### src/hsv_to_rgb_pack_defines.svh
// Assertion macros shared by the conversion pipeline.
`ifndef HSV_TO_RGB_PACK_DEFINES_SVH
`define HSV_TO_RGB_PACK_DEFINES_SVH

// Check that cons holds in the same cycle as ante.
`define HSVRGB_ASSERT_NOW(label, clk, rst, ante, cons, msg) \
   label: assert property (@(posedge clk) disable iff (rst) (ante) |-> (cons)) \
      else $error(msg);

// Check that cons holds in the cycle after ante.
`define HSVRGB_ASSERT_NEXT(label, clk, rst, ante, cons, msg) \
   label: assert property (@(posedge clk) disable iff (rst) (ante) |=> (cons)) \
      else $error(msg);

`endif

### src/hsvrgb_pkg.sv
package hsvrgb_pkg;

   // Width of the pixel transactions
   localparam int unsigned REQ_DATA_W = 32;
   localparam int unsigned RSP_DATA_W = 48;

   // Hue sector split: 960 = 64 * 15, so hue/960 = (hue >> 6) / 15
   localparam logic [10:0] RECIP15_MUL = 11'd1093;   // ceil(2^14 / 15)
   localparam logic [9:0]  SECTOR_SPAN = 10'd960;
   localparam logic [5:0]  RECIP6_MUL  = 6'd43;      // ceil(2^8 / 6)
   localparam logic [2:0]  SECTOR_NUM  = 3'd6;
   localparam logic [14:0] FRAC_MUL    = 15'd17480;  // 2^16 * 256 / 960 = 17476.3, rounded up to 17480

   // Channel scaling: x / 65280 = (x >> 8) / 255
   localparam logic [15:0] FULL_SCALE  = 16'd65280;
   localparam logic [15:0] RECIP255_MUL = 16'd32897; // ceil(2^23 / 255)

   // 60-degree hue sectors
   typedef enum logic [2:0] {
      SECT_RED     = 3'd0,
      SECT_YELLOW  = 3'd1,
      SECT_GREEN   = 3'd2,
      SECT_CYAN    = 3'd3,
      SECT_BLUE    = 3'd4,
      SECT_MAGENTA = 3'd5
   } hsvrgb_sector_type;

   // Stage load enables handed to a channel lane
   typedef struct packed {
      logic load_mul;
      logic load_div;
   } hsvrgb_adv_type;

endpackage

### src/hsvrgb_lane.sv
module hsvrgb_lane (
   input  logic                       clock,
   input  hsvrgb_pkg::hsvrgb_adv_type adv,
   input  logic [7:0]                 bright,
   input  logic [15:0]                scale,
   output logic [7:0]                 chan
);
   import hsvrgb_pkg::*;

   logic [23:0] prod_in;
   logic [15:0] mul_ff;
   logic [31:0] quot_prod;
   logic [7:0]  chan_in;
   logic [7:0]  chan_ff;

   // Form value times scale, drop the factor 256 of the full scale
   assign prod_in = 24'(bright) * 24'(scale);

   // Divide by 255 through the reciprocal
   assign quot_prod = 32'(mul_ff) * 32'(RECIP255_MUL);
   assign chan_in   = quot_prod[30:23];

   always_ff @(posedge clock) begin
      if (adv.load_mul) begin
         mul_ff <= prod_in[23:8];
      end
      if (adv.load_div) begin
         chan_ff <= chan_in;
      end
   end

   assign chan = chan_ff;

endmodule

### src/hsv_to_rgb_pack.sv
// HSV to RGB pixel converter, seven register stages.
// An accepted request transaction passes stage registers 1 to 7 before rsp_tvalid.
// Throughput: one pixel per cycle while rsp_tready stays high; each stage holds one pixel and loads
// whenever it is empty or its successor takes its contents.
// Reset: synchronous, active high; clears all stage valid bits, no data cleared.
`include "hsv_to_rgb_pack_defines.svh"

module hsv_to_rgb_pack (
   input  logic                              clock,
   input  logic                              reset,
   input  logic                              req_tvalid,
   output logic                              req_tready,
   // hue_sixteenths [15:0], sat_level [23:16], bright_level [31:24]
   input  logic [hsvrgb_pkg::REQ_DATA_W-1:0] req_tdata,
   output logic                              rsp_tvalid,
   input  logic                              rsp_tready,
   // red_out [7:0], green_out [15:8], blue_out [23:16], packed_color [47:24]
   output logic [hsvrgb_pkg::RSP_DATA_W-1:0] rsp_tdata
);
   import hsvrgb_pkg::*;

   localparam int unsigned NSTG = 7;

   logic [NSTG:1] vld_ff;
   logic [NSTG:1] vld_in;
   logic [NSTG:1] rdy;

   // Stage 1: coarse quotient of hue by 960
   logic [20:0] quo_prod;
   logic [6:0]  quo1_in, quo1_ff;
   logic [15:0] hue1_ff;
   logic [7:0]  sat1_ff, bri1_ff;

   // Stage 2: remainder within the sector, quotient by 6
   logic [16:0] quo_span;
   logic [16:0] rem_diff;
   logic [12:0] q6_prod;
   logic [9:0]  rem2_in, rem2_ff;
   logic [3:0]  q6_2_in, q6_2_ff;
   logic [6:0]  quo2_ff;
   logic [7:0]  sat2_ff, bri2_ff;

   // Stage 3: sector number and 8-bit fraction
   logic [6:0]        sect_diff;
   logic [24:0]       frac_prod;
   hsvrgb_sector_type sect3_in, sect3_ff;
   logic [7:0]        frac3_in, frac3_ff;
   logic [7:0]        sat3_ff, bri3_ff;

   // Stage 4: scale factors for p, q and t
   logic [15:0]       subq;
   logic [16:0]       subt;
   logic [8:0]        frac_inv;
   logic [16:0]       at_diff;
   logic [15:0]       ap4_in, ap4_ff;
   logic [15:0]       aq4_in, aq4_ff;
   logic [15:0]       at4_in, at4_ff;
   hsvrgb_sector_type sect4_ff;
   logic [7:0]        bri4_ff;

   // Stages 5 and 6: channel lanes
   hsvrgb_adv_type    lane_adv;
   hsvrgb_sector_type sect5_ff, sect6_ff;
   logic [7:0]        bri5_ff, bri6_ff;
   logic [7:0]        chp, chq, cht;

   // Stage 7: channel permutation
   logic [7:0] red7_in, red7_ff;
   logic [7:0] grn7_in, grn7_ff;
   logic [7:0] blu7_in, blu7_ff;

   // Ready chain: a stage loads when empty or when its successor loads
   always_comb begin
      rdy[NSTG] = !vld_ff[NSTG] || rsp_tready;
      for (int i = NSTG - 1; i >= 1; i--) begin
         rdy[i] = !vld_ff[i] || rdy[i + 1];
      end
   end

   // Advance valid bits
   always_comb begin
      vld_in[1] = rdy[1] ? req_tvalid : vld_ff[1];
      for (int i = 2; i <= NSTG; i++) begin
         vld_in[i] = rdy[i] ? vld_ff[i - 1] : vld_ff[i];
      end
   end

   always_ff @(posedge clock) begin
      if (reset) begin
         vld_ff <= '0;
      end else begin
         vld_ff <= vld_in;
      end
   end

   // Stage 1 datapath
   assign quo_prod = 21'(req_tdata[15:6]) * 21'(RECIP15_MUL);
   assign quo1_in  = quo_prod[20:14];

   // Stage 2 datapath
   assign quo_span = 17'(quo1_ff) * 17'(SECTOR_SPAN);
   assign rem_diff = {1'b0, hue1_ff} - quo_span;
   assign rem2_in  = rem_diff[9:0];
   assign q6_prod  = 13'(quo1_ff) * 13'(RECIP6_MUL);
   assign q6_2_in  = q6_prod[11:8];

   // Stage 3 datapath
   assign sect_diff = quo2_ff - 7'(q6_2_ff) * 7'(SECTOR_NUM);
   assign sect3_in  = hsvrgb_sector_type'(sect_diff[2:0]);
   assign frac_prod = 25'(rem2_ff) * 25'(FRAC_MUL);
   assign frac3_in  = frac_prod[23:16];

   // Stage 4 datapath
   assign frac_inv = 9'd256 - 9'(frac3_ff);
   assign subq     = 16'(frac3_ff) * 16'(sat3_ff);
   assign subt     = 17'(frac_inv) * 17'(sat3_ff);
   assign ap4_in   = FULL_SCALE - {sat3_ff, 8'h00};
   assign aq4_in   = FULL_SCALE - subq;
   assign at_diff  = 17'(FULL_SCALE) - subt;
   assign at4_in   = at_diff[15:0];

   // Pipeline payload registers
   always_ff @(posedge clock) begin
      if (rdy[1]) begin
         hue1_ff <= req_tdata[15:0];
         sat1_ff <= req_tdata[23:16];
         bri1_ff <= req_tdata[31:24];
         quo1_ff <= quo1_in;
      end
      if (rdy[2]) begin
         quo2_ff <= quo1_ff;
         rem2_ff <= rem2_in;
         q6_2_ff <= q6_2_in;
         sat2_ff <= sat1_ff;
         bri2_ff <= bri1_ff;
      end
      if (rdy[3]) begin
         sect3_ff <= sect3_in;
         frac3_ff <= frac3_in;
         sat3_ff  <= sat2_ff;
         bri3_ff  <= bri2_ff;
      end
      if (rdy[4]) begin
         ap4_ff   <= ap4_in;
         aq4_ff   <= aq4_in;
         at4_ff   <= at4_in;
         sect4_ff <= sect3_ff;
         bri4_ff  <= bri3_ff;
      end
      if (rdy[5]) begin
         sect5_ff <= sect4_ff;
         bri5_ff  <= bri4_ff;
      end
      if (rdy[6]) begin
         sect6_ff <= sect5_ff;
         bri6_ff  <= bri5_ff;
      end
      if (rdy[7]) begin
         red7_ff <= red7_in;
         grn7_ff <= grn7_in;
         blu7_ff <= blu7_in;
      end
   end

   // Scale p, q and t in parallel lanes
   assign lane_adv.load_mul = rdy[5];
   assign lane_adv.load_div = rdy[6];

   hsvrgb_lane u_lane_p (
      .clock  (clock),
      .adv    (lane_adv),
      .bright (bri4_ff),
      .scale  (ap4_ff),
      .chan   (chp)
   );

   hsvrgb_lane u_lane_q (
      .clock  (clock),
      .adv    (lane_adv),
      .bright (bri4_ff),
      .scale  (aq4_ff),
      .chan   (chq)
   );

   hsvrgb_lane u_lane_t (
      .clock  (clock),
      .adv    (lane_adv),
      .bright (bri4_ff),
      .scale  (at4_ff),
      .chan   (cht)
   );

   // Pick the channel order by sector
   always_comb begin
      case (sect6_ff)
         SECT_RED: begin
            red7_in = bri6_ff; grn7_in = cht;     blu7_in = chp;
         end
         SECT_YELLOW: begin
            red7_in = chq;     grn7_in = bri6_ff; blu7_in = chp;
         end
         SECT_GREEN: begin
            red7_in = chp;     grn7_in = bri6_ff; blu7_in = cht;
         end
         SECT_CYAN: begin
            red7_in = chp;     grn7_in = chq;     blu7_in = bri6_ff;
         end
         SECT_BLUE: begin
            red7_in = cht;     grn7_in = chp;     blu7_in = bri6_ff;
         end
         SECT_MAGENTA: begin
            red7_in = bri6_ff; grn7_in = chp;     blu7_in = chq;
         end
         default: begin
            red7_in = bri6_ff; grn7_in = bri6_ff; blu7_in = bri6_ff;
         end
      endcase
   end

   // Drive the result transaction
   assign req_tready = rdy[1];
   assign rsp_tvalid = vld_ff[NSTG];
   assign rsp_tdata  = {red7_ff, grn7_ff, blu7_ff, blu7_ff, grn7_ff, red7_ff};

   `HSVRGB_ASSERT_NOW(a_rem_range, clock, reset, vld_ff[2], rem2_ff < SECTOR_SPAN, "bad remainder")
   `HSVRGB_ASSERT_NOW(a_sect_range, clock, reset, vld_ff[2], sect_diff < 7'(SECTOR_NUM), "bad sect")
   `HSVRGB_ASSERT_NOW(a_ready_empty, clock, reset, !rsp_tvalid, req_tready, "stall while empty")
   `HSVRGB_ASSERT_NEXT(a_accept_load, clock, reset, req_tvalid && req_tready, vld_ff[1], "lost pixel")

endmodule
### config.mk
export PLATFORM = sky130hd
export DESIGN_NAME = hsv_to_rgb_pack
export DESIGN_NICKNAME = d
export VERILOG_FILES = /design/src/hsvrgb_pkg.sv /design/src/hsvrgb_lane.sv /design/src/hsv_to_rgb_pack.sv
export VERILOG_INCLUDE_DIRS = /design/src /design/src/src
export SDC_FILE = /design/constraint.sdc
export NUM_CORES = 1
export LEC_CHECK = 0
export ABC_AREA = 1
export BUFFER_PORTS_ARGS = -buffer_cell sky130_fd_sc_hd__buf_2
export CAP_MARGIN = 10
export CORE_UTILIZATION = 40
export CTS_BUF_LIST = sky130_fd_sc_hd__clkbuf_8
export CTS_CLUSTER_DIAMETER = 30
export DETAILED_ROUTE_END_ITERATION = 16
export HOLD_SLACK_MARGIN = 0.03
export PLACE_DENSITY = 0.62
export SLEW_MARGIN = 20
export SYNTH_ARGS = -nofsm -noshare
export SYNTH_HDL_FRONTEND = slang
export SYNTH_HIERARCHICAL = 1
export SYNTH_SLANG_ARGS = --single-unit
export TNS_END_PERCENT = 50
### constraint.sdc
create_clock -name clock -period 6.1 [get_ports clock]
set_input_delay 0.915 -clock clock [delete_from_list [all_inputs] [get_ports clock]]
set_output_delay 0.915 -clock clock [all_outputs]
set_load 0.03 [all_outputs]
==> results of run 1 <==
==> path summary, 6_finish.rpt <==
path                            cells after the start        start    endpoint
worst max-delay path                               20  frac3_ff[0]  at4_ff[13]
worst min-delay path                                0   bri1_ff[4]  bri2_ff[4]
worst max register to register                     20  frac3_ff[0]  at4_ff[13]
worst min register to register                      0   bri1_ff[4]  bri2_ff[4]
==> per-stage QoR <==
step,setup WS (ns),utilization,area [sq um],cells
after detailed placement,1.030,0.4227,36790,5517
after floorplan,0.3404,-,35320,4382
final,1.008,0.4404,38330,5648
after CTS,0.9911,0.4402,38310,5642
after global placement,1.039,0.4226,36770,5516
after global routing,0.6011,0.4404,38330,5647
==> registers in the layout, summed over array words and instances (netlist names), 10 cells and up <==
name             count
u_lane_p/mul_ff     16
rem2_ff             10
at4_ff              15
hue1_ff             10
aq4_ff              16
u_lane_t/mul_ff     16
u_lane_q/mul_ff     16
==> metal layers <==
metal / track usage / vias to the layer above
met5: 0 / -
met4: 0.05722 / 0
met3: 0.02814 / 125
met2: 0.3120 / 592
met1: 0.2313 / 12730
li1: - / 13560
==> worst max-delay path, cell delays in order (launching register included) <==
cell	delay, ns
edfxtp_1	0.58
inv_2	0.08
ha_1	0.26
xnor2_1	0.48
inv_1	0.16
nor2_1	0.16
fa_1	0.43
inv_1	0.09
fa_1	0.43
fa_1	0.55
inv_1	0.05
fa_1	0.52
inv_1	0.04
ha_1	0.36
nand2_1	0.12
nor2_1	0.15
nand2_1	0.07
nand2_1	0.11
nand2_1	0.07
nand3_1	0.07
nand2_1	0.05
==> logic make-up after synthesis <==
family | Yosys count
AOI/OAI and AO/OA | 302
and+or+nand+nor | 1640
other | 1
xor gates and xnor gates | 74
DFF | 266
buffers and inverters | 1216
adders and majority gates | 864
==> cells in the mapped netlist, types with 8 or more instances <==
cell type	number	area share
xor2_1	48	0.012
nand3_1	149	0.021
nand4_1	58	0.010
buf_2	8	0.0011
edfxtp_1	259	0.22
nand2_1	1108	0.12
a31oi_1	11	0.0020
inv_1	1076	0.11
nor2_1	229	0.024
fa_1	351	0.20
o21ai_0	59	0.0084
ha_1	513	0.18
o21a_1	13	0.0028
nand2_2	27	0.0048
a21o_1	20	0.0043
clkbuf_1	94	0.010
nor3_1	31	0.0044
o2111ai_1	14	0.0035
xnor2_1	24	0.0060
buf_4	25	0.0053
o21bai_1	27	0.0058
nor2_2	8	0.0014
a21oi_1	141	0.020
==> cell type report <==
cell class / instances / area, sq um
antenna: 6 / 15.01
sequential: 266 / 7918
tap: 1155 / 1445
inverter: 1085 / 4075
clock inverter: 52 / 519.2
fill: 8699 / 48700
multi-input combinational: 2900 / 22710
timing repair buffer: 111 / 640.6
clock buffer: 73 / 1005
==> impl_metrics.yaml, run 1 <==
sta:
  holdWs_ns: 0.3812
  finalClockSkew_ns: 0.04353
  fin_tns_setup_ns: 0
  hold_violations: 0
  rsz0062_at_grt: "no"
  period_minus_slack_ns: 5.092
  max_freq_mhz: 196.4
  min_period_over_period: 0.8347
  finalSetupViolCount: 0
  maxSlewViolCount: 0
  tightest_slew_ns: 1.038
  slew_headroom: 0.3080
hold_path:
  min_path_type: "register to register"
routing:
  dr_wl_met2_um: 37740
  antenna_left: 0
  met3_length_um: 3656
  first_iter_violations: 1327
  wl_per_cell_um: 13.91
  dr.pass1.iters: 5
  wl_met1_um: 35130
  drc: 0
  via_per_inst: 4.781
  dr_total_vias: 27000
  wirelength_um: 78570
  top_layer: "met4"
cts:
  cts_made_buffers: 69
  clk_pin_slew_ns: 0.05
  cts_tree: "built"
  post_cts_buffers: 0
  clockBufferDepth: 3
  cts_hold_buf: 0
  cts.sinks: 266
  cts_resized: 0
  root_buffer: "clkbuf_8"
  cts.htree.levels: 3
  clk_latency_ns: 0.66
synth:
  synth_cell_types: 48
  seq_area_frac_synth: 0.2246
  synth-simple-area-share: 0.1912
  synth_area_sq_um: 35250
  synth_top_family_by_area: "adder cells"
  synth_compound_area_frac: 0.05048
  synth_fa_ha_area_frac: 0.3815
  synth_xor_area_frac: 0.01881
  ys_seq_elements: 266
  synthCells: 4363
  synth-edff-count: 259
  synth.avg_cell_area_sq_um: 8.078
  yosys_warnings: 6
  synthArstFlopShare: 0
  synth-main-ff-cell: "edfxtp_1"
  synthMuxAreaShare: 0
critical_path:
  start_kind: "register"
  end_kind: "register"
  cp_data_required_time_ns: 6.47
  cp.arrival_ns: 5.47
  critPathKind: "register to register"
  regToRegSetupSlack_ns: 1.01
  cp_max_fo: 9
global_routing:
  antenna_found_initial: 2
  grt_max_degree: 51
  gr-total-overflow: 0
  grt_pass1_wl_um: 132000
  grtUsageTotal: 0.1809
  grt_pass1_vias: 27270
floorplan:
  rows: 108
  fp.dieH_um: 298.8
  core_region_area_sq_um: 87020
  die_w_um: 298.8
  dieArea_sq_um: 89310
  ios: 86
  initial_core_util: 0.4050
final_layout:
  final_nets: 5333
  final_cell_mix: "nand2_1, inv_1, ha_1"
  final_common_cell: "nand2_1"
  final_layout_size_suffix_gt1_frac: 0.06396
  syn_to_final_growth_pct: 8.743
flow_run:
  cap_violations: 0
placement:
  dp_hpwl_um: 65410
  gp_congestion: 0.8943
  port_buffers: 85
run_status:
  status: "complete, no violations"
Power of run 1 is left out: the tool's default activity adds up to more than one toggle a clock period on the data nets, which glitch-free logic cannot reach.
==> run 2: changes to the inputs <==
- ABC_AREA: 1 -> 0
- PLACE_DENSITY: 0.62 -> 0.64
- clock period: 6.1 -> 4.3 ns (I/O delays scaled with it)
==> impl_metrics.yaml, run 2 <==
hold_path:
  min_path_type: "primary input to register"
  whs_path_depth: 1
floorplan:
  core_region_area_sq_um: 79520
  die_w_um: 286.4
  rows: 103
  ios: 86
  initial_core_util: 0.4069
  dieArea_sq_um: 82030
  fp.dieH_um: 286.4
final_layout:
  diodes: 0
  stdcell_count: 4728
  final_nets: 4536
  syn_to_final_growth_pct: 21.73
  final_common_cell: "inv_1"
  final_cell_mix: "inv_1, ha_1, fa_1"
  fillCellCount: 7219
  final_layout_size_suffix_gt1_frac: 0.2202
sta:
  min_period_over_period: 1.125
  max_freq_mhz: 206.7
  rsz0062_at_grt: "yes"
  maxSlewViolCount: 0
  hold_violations: 0
  finalSetupViolCount: 52
  slew_headroom: 0.3119
  fin_tns_setup_ns: -14.84
  setup_slack_ns: -0.5376
  tightest_slew_ns: 1.031
  finalClockSkew_ns: 0.05051
  period_minus_slack_ns: 4.838
critical_path:
  cp_common_cell: "fa_1"
  cp.depth: 19
  path_cells: "clkinv_2, ha_4, nand2_2, or3_4, xor2_4, buf_4, buf_6, nand2_1, fa_1, fa_1, fa_1, inv_1, fa_1, inv_1, ha_4, buf_4, a41oi_2, nor2b_4, xnor2_1"
  cp_data_required_time_ns: 4.69
  worst-path-buf-inv: 6
  max_stage_delay_ns: 0.57
  cp_top_family: "adder cells"
  cpMaxStageDelayCell: "fa_1"
  ff2ff_path_depth: 19
  critPathKind: "register to register"
  start_kind: "register"
  end_kind: "register"
  cp_max_fo: 5
  cp.arrival_ns: 5.23
cts:
  cts.sinks: 266
  cts_made_buffers: 57
  clockBufferDepth: 3
  clk_pin_slew_ns: 0.06
  cts.htree.levels: 2
  root_buffer: "clkbuf_8"
  cts_hold_buf: 0
  cts_tree: "built"
  clk_latency_ns: 0.65
synth:
  synthArstFlopShare: 0
  yosys.area.top_type: "edfxtp_1"
  synth-main-ff-cell: "edfxtp_1"
  synth.avg_cell_area_sq_um: 10.27
  synthCells: 3149
  synth_area_leaders: "edfxtp_1, fa_1, ha_1, inv_1, and2_1"
  synth_common_cells: "inv_1, ha_1, fa_1"
  seq_area_frac_synth: 0.2447
  synth-edff-count: 259
  synth_cell_types: 96
  yosysMostFrequentCell: "inv_1"
  synth_area_sq_um: 32350
  yosys_warnings: 6
  netlist.area_leader.share: 0.2404
  ys_seq_elements: 266
routing:
  drc: 0
  dr_total_vias: 22560
  first_iter_violations: 802
  dr.pass1.iters: 6
  antenna_left: 0
  wirelength_um: 66740
  wl_per_cell_um: 14.12
  via_per_inst: 4.772
placement:
  place_ws_ns: -0.6467
  dp.cells: 4574
  port_buffers: 85
  dp_hpwl_um: 53240
  gp_congestion: 0.8174
global_routing:
  grt_max_degree: 51
  grt_pass1_vias: 23080
  antenna_found_initial: 3
  grtUsageTotal: 0.1626
  gr-total-overflow: 0
  grt_pass1_wl_um: 110300
run_status:
  violations: "negative setup slack"
  status: "complete, but fails checks"
flow_run:
  cap_violations: 0
## run 2: cell type report
cell class | count | area [sq um] | share of cell area
clock buffer | 57 | 784.5 | 0.01992
clock inverter | 44 | 386.6 | 0.009816
inverter | 582 | 2188 | 0.05556
multi-input combinational | 2271 | 23180 | 0.5885
sequential | 266 | 7918 | 0.2010
tap | 1050 | 1314 | 0.03336
timing repair buffer | 458 | 3616 | 0.09181
## run 2: routing by layer
layer | wire, um | global-route usage | vias to the layer above
li1 | - | - | 11310
met1 | 30430 | 0.2151 | 10810
met2 | 32320 | 0.2843 | 350
met3 | 2200 | 0.01948 | 95
met4 | 1793 | 0.03503 | 0
met5 | 0 | 0 | -
## run 2: kinds of logic after synthesis
| group | after synthesis | share of synthesized area |
|---|---|---|
| AND/OR/NAND/NOR | 801 | 0.1295 |
| other | 1 | 0.0001159 |
| multiplexers | 33 | 0.01021 |
| adder cells (fa/ha/maj) | 864 | 0.4156 |
| AO/OA/AOI/OAI | 385 | 0.08384 |
| buffers and inverters | 674 | 0.08202 |
| flip-flops | 266 | 0.2447 |
| XOR/XNOR | 125 | 0.03407 |
## run 2: stage by stage
stage               utilization  cell area (sq um)  hold WS, ns
floorplan                     -              33200       0.4003
global route             0.4953              39390       0.1224
detailed placement       0.4633              36840       0.4045
finish                   0.4953              39390       0.1716
global placement         0.4633              36840       0.4005
CTS                      0.4857              38620       0.1125
## run 2: worst paths after layout
path	from	endpoint	slack [ns]
setup reg to reg	frac3_ff[0]	at4_ff[13]	-0.54
setup / recovery	frac3_ff[0]	at4_ff[13]	-0.54
hold reg to reg	hue1_ff[2]	rem2_ff[2]	0.41
hold / removal	req_tdata[23]	sat1_ff[7]	0.17
## run 2: repair_timing
item	CTS	global route
setup buffers	23	34
cloned	3	4
resized for setup	82	128
endpoints found under the hold margin	0	0
pin swaps	62	134
setup endpoints to repair	50	60
Power of run 2 is left out for the same reason.
